## src/design/efla_pkg.sv

```systemverilog
// Package for the explicit free-list allocator: payload structs, codes,
// sequencer states and memory request bundle. No dependencies.
package efla_pkg;

  localparam int HeapGranules = 4096;
  localparam int PW = 13;   // granule pointer, holds the null value too
  localparam int AW = 12;   // memory index
  localparam int SW = 13;   // block size in granules
  localparam int TW = SW + 2;
  localparam int YW = 14;   // shared adder width

  localparam logic [PW-1:0] NIL = PW'(HeapGranules);
  localparam logic [12:0] LIMIT_RESET = 13'(HeapGranules);

  localparam logic FN_ALLOC = 1'b0;
  localparam logic FN_FREE  = 1'b1;

  localparam logic [1:0] ST_DONE    = 2'd0;
  localparam logic [1:0] ST_OOM     = 2'd1;
  localparam logic [1:0] ST_IGNORED = 2'd2;

  typedef struct packed {
    logic        func;
    logic [16:0] req_bytes;
    logic [16:0] payload_addr;
  } req_t;

  typedef struct packed {
    logic [16:0] result_addr;
    logic [1:0]  status;
  } rsp_t;

  typedef enum logic {
    ALU_ADD,
    ALU_SUB
  } alu_op_t;

  typedef enum logic [4:0] {
    S_IDLE, S_OUT,
    A_START, A_CHK, A_CMP, A_SPLIT, A_SPL2, A_SPL3, A_GROW,
    F_START, F_CHK, F_L0, F_L1, F_L2, F_L3, F_R0, F_R1, F_R2, F_R3, F_PUSH,
    T0, T1, R0, R1, P0, P1
  } state_t;

  typedef struct packed {
    logic          tag_we;
    logic [AW-1:0] tag_waddr;
    logic [TW-1:0] tag_wdata;
    logic [AW-1:0] tag_raddr;
    logic          nxt_we;
    logic [AW-1:0] nxt_waddr;
    logic [PW-1:0] nxt_wdata;
    logic          prv_we;
    logic [AW-1:0] prv_waddr;
    logic [PW-1:0] prv_wdata;
    logic [AW-1:0] lnk_raddr;
  } mem_req_t;

endpackage

```

## src/design/efla_alu.sv

```systemverilog
// Shared add/subtract unit of the allocator sequencer.
// Depends on efla_pkg.
module efla_alu (
  input  logic [efla_pkg::YW-1:0] a,
  input  logic [efla_pkg::YW-1:0] b,
  input  efla_pkg::alu_op_t       op,
  output logic [efla_pkg::YW-1:0] y
);
  import efla_pkg::*;

  always_comb begin
    unique case (op)
      ALU_ADD: y = a + b;
      ALU_SUB: y = a - b;
      default: y = a + b;
    endcase
  end

endmodule

```

## config.mk

```make
export PLATFORM = sky130hd
export DESIGN_NAME = efla_alu
export DESIGN_NICKNAME = d
export VERILOG_FILES = /design/src/design/efla_pkg.sv /design/src/design/efla_alu.sv
export SDC_FILE = /design/constraint.sdc
export NUM_CORES = 1
export LEC_CHECK = 0
export ABC_AREA = 1
export BUFFER_PORTS_ARGS = -buffer_cell sky130_fd_sc_hd__buf_4
export CAP_MARGIN = 20
export CELL_PAD_IN_SITES_DETAIL_PLACEMENT = 0
export CELL_PAD_IN_SITES_GLOBAL_PLACEMENT = 1
export CORE_UTILIZATION = 35
export DETAILED_ROUTE_END_ITERATION = 7
export PLACE_DENSITY_LB_ADDON = 0.1
export SLEW_MARGIN = 20
export SYNTH_ARGS = -nofsm -noshare
export SYNTH_HDL_FRONTEND = slang
export SYNTH_SLANG_ARGS = --single-unit
```

## constraint.sdc

```tcl
create_clock -name vclk -period 6.3
set_clock_uncertainty 0.2 [all_clocks]
set_input_delay 0.315 -clock vclk [all_inputs]
set_output_delay 0.315 -clock vclk [all_outputs]
set_load 0.02 [all_outputs]
```

==> results of run 1 <==
-- cell families after synthesis --
kind of cell	after synthesis	share of synthesized area, %
buf+inv	31	11.18
simple gates	105	41.71
compound gates	21	11.54
xor+xnor	20	16.83
fa+ha+maj	15	18.75
-- final timing paths --
check	startpoint	slack (ps)	cells after the start	to
worst min-delay path	b[0]	790	4	y[0]
worst max-delay path	b[1]	3290	16	y[9]
-- power by group through the flow --
| stage | Sequential (mW) | Clock, mW | Combinational, mW |
|---|---|---|---|
| 2_1_floorplan | 0 | 0 | 0.136 |
| 3_3_place_gp | 0 | 0 | 0.210 |
| 3_5_place_dp | 0 | 0 | 0.211 |
| 4_1_cts | 0 | 0 | 0.212 |
| 5_1_grt | 0 | 0 | 0.236 |
| 6_report | 0 | 0 | 0.211 |
-- routing by layer --
metal	GRT usage, %	part of all wire (%)	up-vias
met5	0	0	-
met2	30.92	46	31
met3	0.4608	4.2	2
li1	-	-	689
met4	2.439	0.66	0
met1	22.92	49	528
-- area by class of cell --
| cell class | instances | area, um^2 |
|---|---|---|
| fillers | 303 | 1379 |
| inverters | 31 | 116.4 |
| multi-input cells | 161 | 924.6 |
| well taps | 31 | 38.79 |
| repair buffers | 43 | 322.8 |
-- cell usage in the layout, fill, tap and decap left out --
| cell type | n |
|---|---|
| nand2_1 | 64 |
| buf_4 | 43 |
| inv_1 | 30 |
| nor2_1 | 21 |
| xor2_1 | 17 |
| ha_1 | 14 |
| nand3_1 | 11 |
| o21ai_0 | 7 |
| a21oi_1 | 7 |
| nor2_2 | 4 |
| xnor2_1 | 3 |
| a21o_1 | 2 |
| nand4_1 | 2 |
| inv_2 | 1 |
| o21ai_2 | 1 |
| o21ai_1 | 1 |
| nand2_2 | 1 |
| nand3_2 | 1 |
| and2_1 | 1 |
| o21bai_1 | 1 |
| a31oi_1 | 1 |
| a21boi_0 | 1 |
| fa_1 | 1 |
==> impl_metrics.toml, run 1 <==
[placement]
placed_area_um2 = 1403
place_hpwl_um = 2323
dpl_worst_slack_ps = 3298
gp_congestion = 0.8649
dp.cells = 266
numPortBuffers = 43

[power_and_ir_drop]
pwr-share-seq_pct = 0
combPwrFrac_pct = 100.0
ir_drop_mv = 0.08631
power.switching_mw = 0.1214
power_leakage_nw = 0.8442
power.internal_mw = 0.08945
clock_power_share_pct = 0
power.density_nw_per_um2 = 150.3
sw_frac_of_total_pct = 57.57
total_power_mw = 0.2108

[sta]
fin_crit_ps = 3014
max_freq_mhz = 331.8
finalSetupTns_ps = 0
fin_ws_ps = 3286
setup_viol = 0
finalCritPeriodShare_pct = 47.85
hold_viol = 0
worst_pin_slew_ps = 407.9
slew_headroom_pct = 72.52
slew_viol_final = 0
whs_ps = 792.0
rsz0062_at_grt = "no"

[finish]
post-route-util_pct = 50.43
nClkBuffers = 0
drive_gt1_share_pct = 21.70
fin_nets = 281
instances_no_fill = 266
design.seq.count = 0
syn2layout_area_growth_pct = 34.74
diodes = 0
stdcell_area_um2 = 1403
regArea_um2 = 0

[routing]
antenna_left = 0
via_count = 1250
viasPerCell = 4.699
drc = 0
routed_wl_um = 2558
dr.pass1.iters = 4
routedWlPerCell_um = 9.617
first_iter_violations = 35

[setup_path]
slowest_stage = "ha_1"
cpPeakStageDelay_ps = 360
critPathMostFrequentCell = "nand2_1"
cp.required_ps = 5780
path_class = "input pin to output port"
crit_chain = "buf_4, inv_1, ha_1, nand2_1, nor2_1, nand2_1, nand2_1, nand2_1, xor2_1, inv_1, ha_1, a21oi_1, a21boi_0, nand2_1, xor2_1, buf_4"
critPathBufInv = 4
path_max_fanout = 5
endpoint_kind = "output port"
path_delay_family = "adder cells"
start_kind = "input pin"
worstPathArrival_ps = 2500

[yosys]
ys_top_cells_by_count = "nand2_1, inv_1, nor2_1"
yosysUniqueCellTypes = 22
ys_warn_count = 0
syn_nets = 236
yosysMostFrequentCell = "nand2_1"
syn-mean-instance-area_um2 = 5.422
syn_area_um2 = 1041
yosysTopAreaCellShare_pct = 23.08
synth_top_area_cell = "nand2_1"
synth_area_leaders = "nand2_1, ha_1, xor2_1"
seq_area_frac_synth_pct = 0
synthCells = 192

[cts]
postCtsHoldBufs = 0
cts-resized-gates = 0
postCtsSetupBuffers = 0

[grt]
first_global_vias = 1187
grt_max_degree = 11
grt-ovfl-total = 0
grt_pass1_wl_um = 4664
globalRouteTotalUtil_pct = 17.11
antenna_found_initial = 0

[floorplan]
coreArea_um2 = 2781
ioPinCount = 43
start_util_pct = 37.43
die-width_um = 56.54
row_count = 19
fp.dieH_um = 56.54
dieArea_um2 = 3196

[hold_path]
hp-class = "input pin to output port"

[status]
status = "finished clean"

[job]
max_cap_violations = 0
Note: power is estimated with default switching activity, not from simulation.
==> run 2, diff against run 1 <==
CORE_UTILIZATION = 33   (was 35)
clock period = 2.9 ns   (was 6.3 ns; I/O delays follow)
==> run 2 against run 1 <==
Clock-buffer cell count unchanged. Routed wire length rose by 5.5%. Flip-flop and latch count did not move. Largest power group unchanged. Core utilization is 3.4 points lower. Non-clock buffer count is the same. Via count grew 0.64%. Sequential share of layout area did not move. Cell count rose by 4.9%. Worst hold slack got worse by 330 ps. Combinational power increased by 120%. First-iteration DRC count increased by 60%. Final area increased by 1.6%.
==> impl_metrics.toml, run 2 (same netlist as run 1, synthesis figures left out) <==
[sta]
slew_viol_final = 0
setup_viol = 0
rsz0062_at_grt = "no"
finalSetupTns_ps = 0
max_freq_mhz = 376.5
finalCritPeriodShare_pct = 91.58
whs_ps = 458.7
fin_crit_ps = 2656
hold_viol = 0
slew_headroom_pct = 70.28
worst_pin_slew_ps = 441.1
fin_ws_ps = 244.2

[routing]
routed_wl_um = 2699
viasPerCell = 4.509
dr.pass1.iters = 4
antenna_left = 0
routedWlPerCell_um = 9.674
first_iter_violations = 56
drc = 0
via_count = 1258

[grt]
globalRouteTotalUtil_pct = 16.84
grt-ovfl-total = 0
antenna_found_initial = 0
grt_pass1_wl_um = 4719
first_global_vias = 1203
grt_max_degree = 11

[setup_path]
critPathCapture = "y[13]"
endpoint_kind = "output port"
cp.required_ps = 2560
path_max_fanout = 5
path_class = "input pin to output port"
worstPathArrival_ps = 2310
startpoint = "b[0]"
start_kind = "input pin"

[finish]
drive_gt1_share_pct = 22.55
diodes = 0
layout_common_cells = "nand2_1, buf_4, inv_1"
fin_nets = 281
fill_cells = 350
syn2layout_area_growth_pct = 36.90
stdcell_area_um2 = 1425
design.seq.count = 0
regArea_um2 = 0
post-route-util_pct = 47.07
final_common_cell = "nand2_1"
instances_no_fill = 279
nClkBuffers = 0

[floorplan]
die-width_um = 58.17
start_util_pct = 34.38
dieArea_um2 = 3383
coreArea_um2 = 3028
ioPinCount = 43
fp.dieH_um = 58.17
row_count = 20

[hold_path]
hp-class = "input pin to output port"

[placement]
place_hpwl_um = 2431
gp_congestion = 0.8330
placed_area_um2 = 1419
numPortBuffers = 43
dp.cells = 279
dpl_worst_slack_ps = 197.2

[job]
max_cap_violations = 0

[power_and_ir_drop]
total_power_mw = 0.4642
power_leakage_nw = 0.8445
ir_drop_mv = 0.1091
power.density_nw_per_um2 = 325.7

[status]
status = "finished clean"

[cts]
postCtsSetupBuffers = 0
run 2: cell counts in the layout (fill, tap and decap cells not counted):
Identical to the previous run, type by type.
run 2: final cells by class:
cell class                 instances  area, um^2  share of cell area (%)
timing repair buffer              43       322.8                   22.65
inverter                          31       116.4                   8.165
tap                               44       55.05                   3.863
multi-input combinational        161       930.9                   65.32
run 2: where the power goes:
group | switching, mW | internal [mW] | leakage, nW | total (mW)
clock | 0 | 0 | 0 | 0
combinational | 0.269 | 0.196 | 0.844 | 0.464
sequential | 0 | 0 | 0 | 0
total | 0.269 | 0.196 | 0.844 | 0.464
run 2: how the worst min path moves through the flow:
stage,from,end,depth (start not counted)
floorplan,b[0],y[0],2
global placement,b[0],y[0],4
detailed placement,b[0],y[0],4
CTS,b[0],y[0],4
global route,a[1],y[1],3
finish,b[0],y[0],4
run 2: worst max-delay path, stage by stage:
cell and delay [ps]:
buf_4 110, inv_1 70, ha_1 160, nand2_1 70
nor2_1 90, nand2_1 50, nand2_1 130, nand2_1 80
xor2_1 130, inv_1 60, ha_1 420, nand2_2 110
nor2_2 130, and2_1 130, nand2_1 50, nand2_1 80
inv_1 40, nand2_1 50, nand2_1 50, buf_4 150
run 2: timing repair:
action / in CTS / in global routing
resized for setup: 0 / 3
endpoints found under the hold margin: 0 / 0
hold buffers: 0 / 0
setup endpoints to repair: 0 / 3
run 2: per-layer routing:
metal | track usage [%] | wire, um | vias up | share of wire, %
met1 | 23.03 | 1324 | 536 | 49
li1 | - | - | 690 | -
met4 | 2.721 | 43 | 0 | 1.6
met3 | 0.2232 | 75 | 4 | 2.8
met5 | 0 | 0 | - | 0
met2 | 30.05 | 1256 | 28 | 47
==> run 3, diff against run 2 <==
==> constraint.sdc (replaced) <==
create_clock -name vclk -period 2.9
set_clock_uncertainty 0.2 [all_clocks]
set_input_delay 0.435 -clock vclk [all_inputs]
set_output_delay 0.435 -clock vclk [all_outputs]
set_load 0.02 [all_outputs]
==> run 3 against run 2 <==
The run now ends with setup timing left. Total power grew 43%. Via count grew 14%. First-iteration DRC count shrank 52%. Routed wire length grew 23%. Global-route usage grew 2.4 points. Die area is the same. Critical path depth is the same. Non-clock buffer count grew 38. Core utilization grew 21 points. Cell count grew 14%. Final area grew 44%. Combinational power grew 44%. Critical path type unchanged. Critical endpoint unchanged.
==> impl_metrics.toml, run 3 (same netlist as run 1, synthesis figures left out) <==
[sta]
worst_pin_slew_ps = 242.2
fin_ws_ps = -43.71
fin_crit_ps = 2944
rsz0062_at_grt = "yes"
slew_viol_final = 0
finalSetupTns_ps = -79.08
hold_viol = 0
max_freq_mhz = 339.7
slew_headroom_pct = 83.85
setup_viol = 3
finalCritPeriodShare_pct = 101.5

[placement]
gp_congestion = 0.8321
place_hpwl_um = 2647
numPortBuffers = 43

[routing]
routedWlPerCell_um = 10.48
first_iter_violations = 27
routed_wl_um = 3323
antenna_left = 0
via_count = 1436
drc = 0
dr.pass1.iters = 4
viasPerCell = 4.530

[setup_path]
path_class = "input pin to output port"
path_max_fanout = 4
worstPathArrival_ps = 2310
start_kind = "input pin"
cp.required_ps = 2270
endpoint_kind = "output port"

[finish]
syn2layout_area_growth_pct = 96.63
post-route-util_pct = 67.60
design.seq.count = 0
fin_nets = 319
nClkBuffers = 0
final_common_cell = "buf_4"
diodes = 0
regArea_um2 = 0
layout_common_cells = "buf_4, nand2_1, inv_1"
drive_gt1_share_pct = 52.75

[cts]
postCtsHoldBufs = 0

[grt]
globalRouteTotalUtil_pct = 19.26
gr-usage-met3_pct = 0
antenna_found_initial = 0
grt_pass1_wl_um = 5361
busiest_layer = "met2"
grt-ovfl-total = 0
grt_use_met2_pct = 37.44
grt.met1_usage_pct = 24.26
first_global_vias = 1347
grt_max_degree = 9

[power_and_ir_drop]
total_power_mw = 0.6659
ir_drop_mv = 0.1389
power.density_nw_per_um2 = 325.3
power_leakage_nw = 1.059

[hold_path]
hp-class = "input pin to output port"

[floorplan]
fp.dieH_um = 58.17
coreArea_um2 = 3028
die-width_um = 58.17
dieArea_um2 = 3383
row_count = 20
start_util_pct = 34.38
ioPinCount = 43

[job]
max_cap_violations = 0

[status]
status = "finished, violations left"
failed_checks = "setup timing"
run 3: cell types whose count changed in the layout (fill, tap and decap cells not counted), sizes merged:
cell  delta
buf     +38
run 3: final timing paths:
| path | slack, ps | cells after the start | to | from |
|---|---|---|---|---|
| max | -40 | 20 | y[13] | b[0] |
| min | 1040 | 4 | y[0] | b[0] |
run 3: metrics by stage:
stage                     setup slack, ps  cell area, um^2  hold WS [ps]  cells
after floorplan                     32.08             1052         851.5    192
after global placement             -283.8             1663          1032    310
after detailed placement           -289.4             1663          1043    310
after CTS                          -61.07             1859          1041    314
after global routing               -212.2             2047          1073    317
final                              -43.71             2047          1043    317
run 3: layout make-up:
class / instances / area (um^2)
well taps: 44 / 55.05
inverters: 31 / 126.4
repair buffers: 81 / 630.6
multi-input cells: 161 / 1235
fillers: 267 / 980.9
run 3: report_power, final:
part           internal [mW]  switching (mW)  total, mW
Sequential                 0               0          0
Clock                      0               0          0
Combinational          0.320           0.346      0.666
run 3: layer usage:
layer,part of all wire [%],wire (um),up-vias
li1,-,-,763
met1,44,1446,640
met2,53,1751,27
met3,1.7,57,6
met4,2.0,68,0
met5,0,0,-
run 3: what timing repair did:
action                                  4_1_cts  5_1_grt
endpoints found under the setup margin        9        9
pin swaps                                    18       22
resized for setup                            39       43
setup buffers                                 4        3
run 3: worst max-delay path, stage by stage:
cell and delay, ps:
buf_8 100, inv_6 50, ha_4 130, nand2_2 50, nor2_1 80, nand2_1 60, nand2_2 110, nand2_2 60
xor2_1 140, inv_1 80, ha_4 320, nand2_4 90, nor2_4 90, and2_1 120, nand2_1 60, nand2_2 70
inv_2 30, nand2_1 40, nand2_1 60, buf_6 130
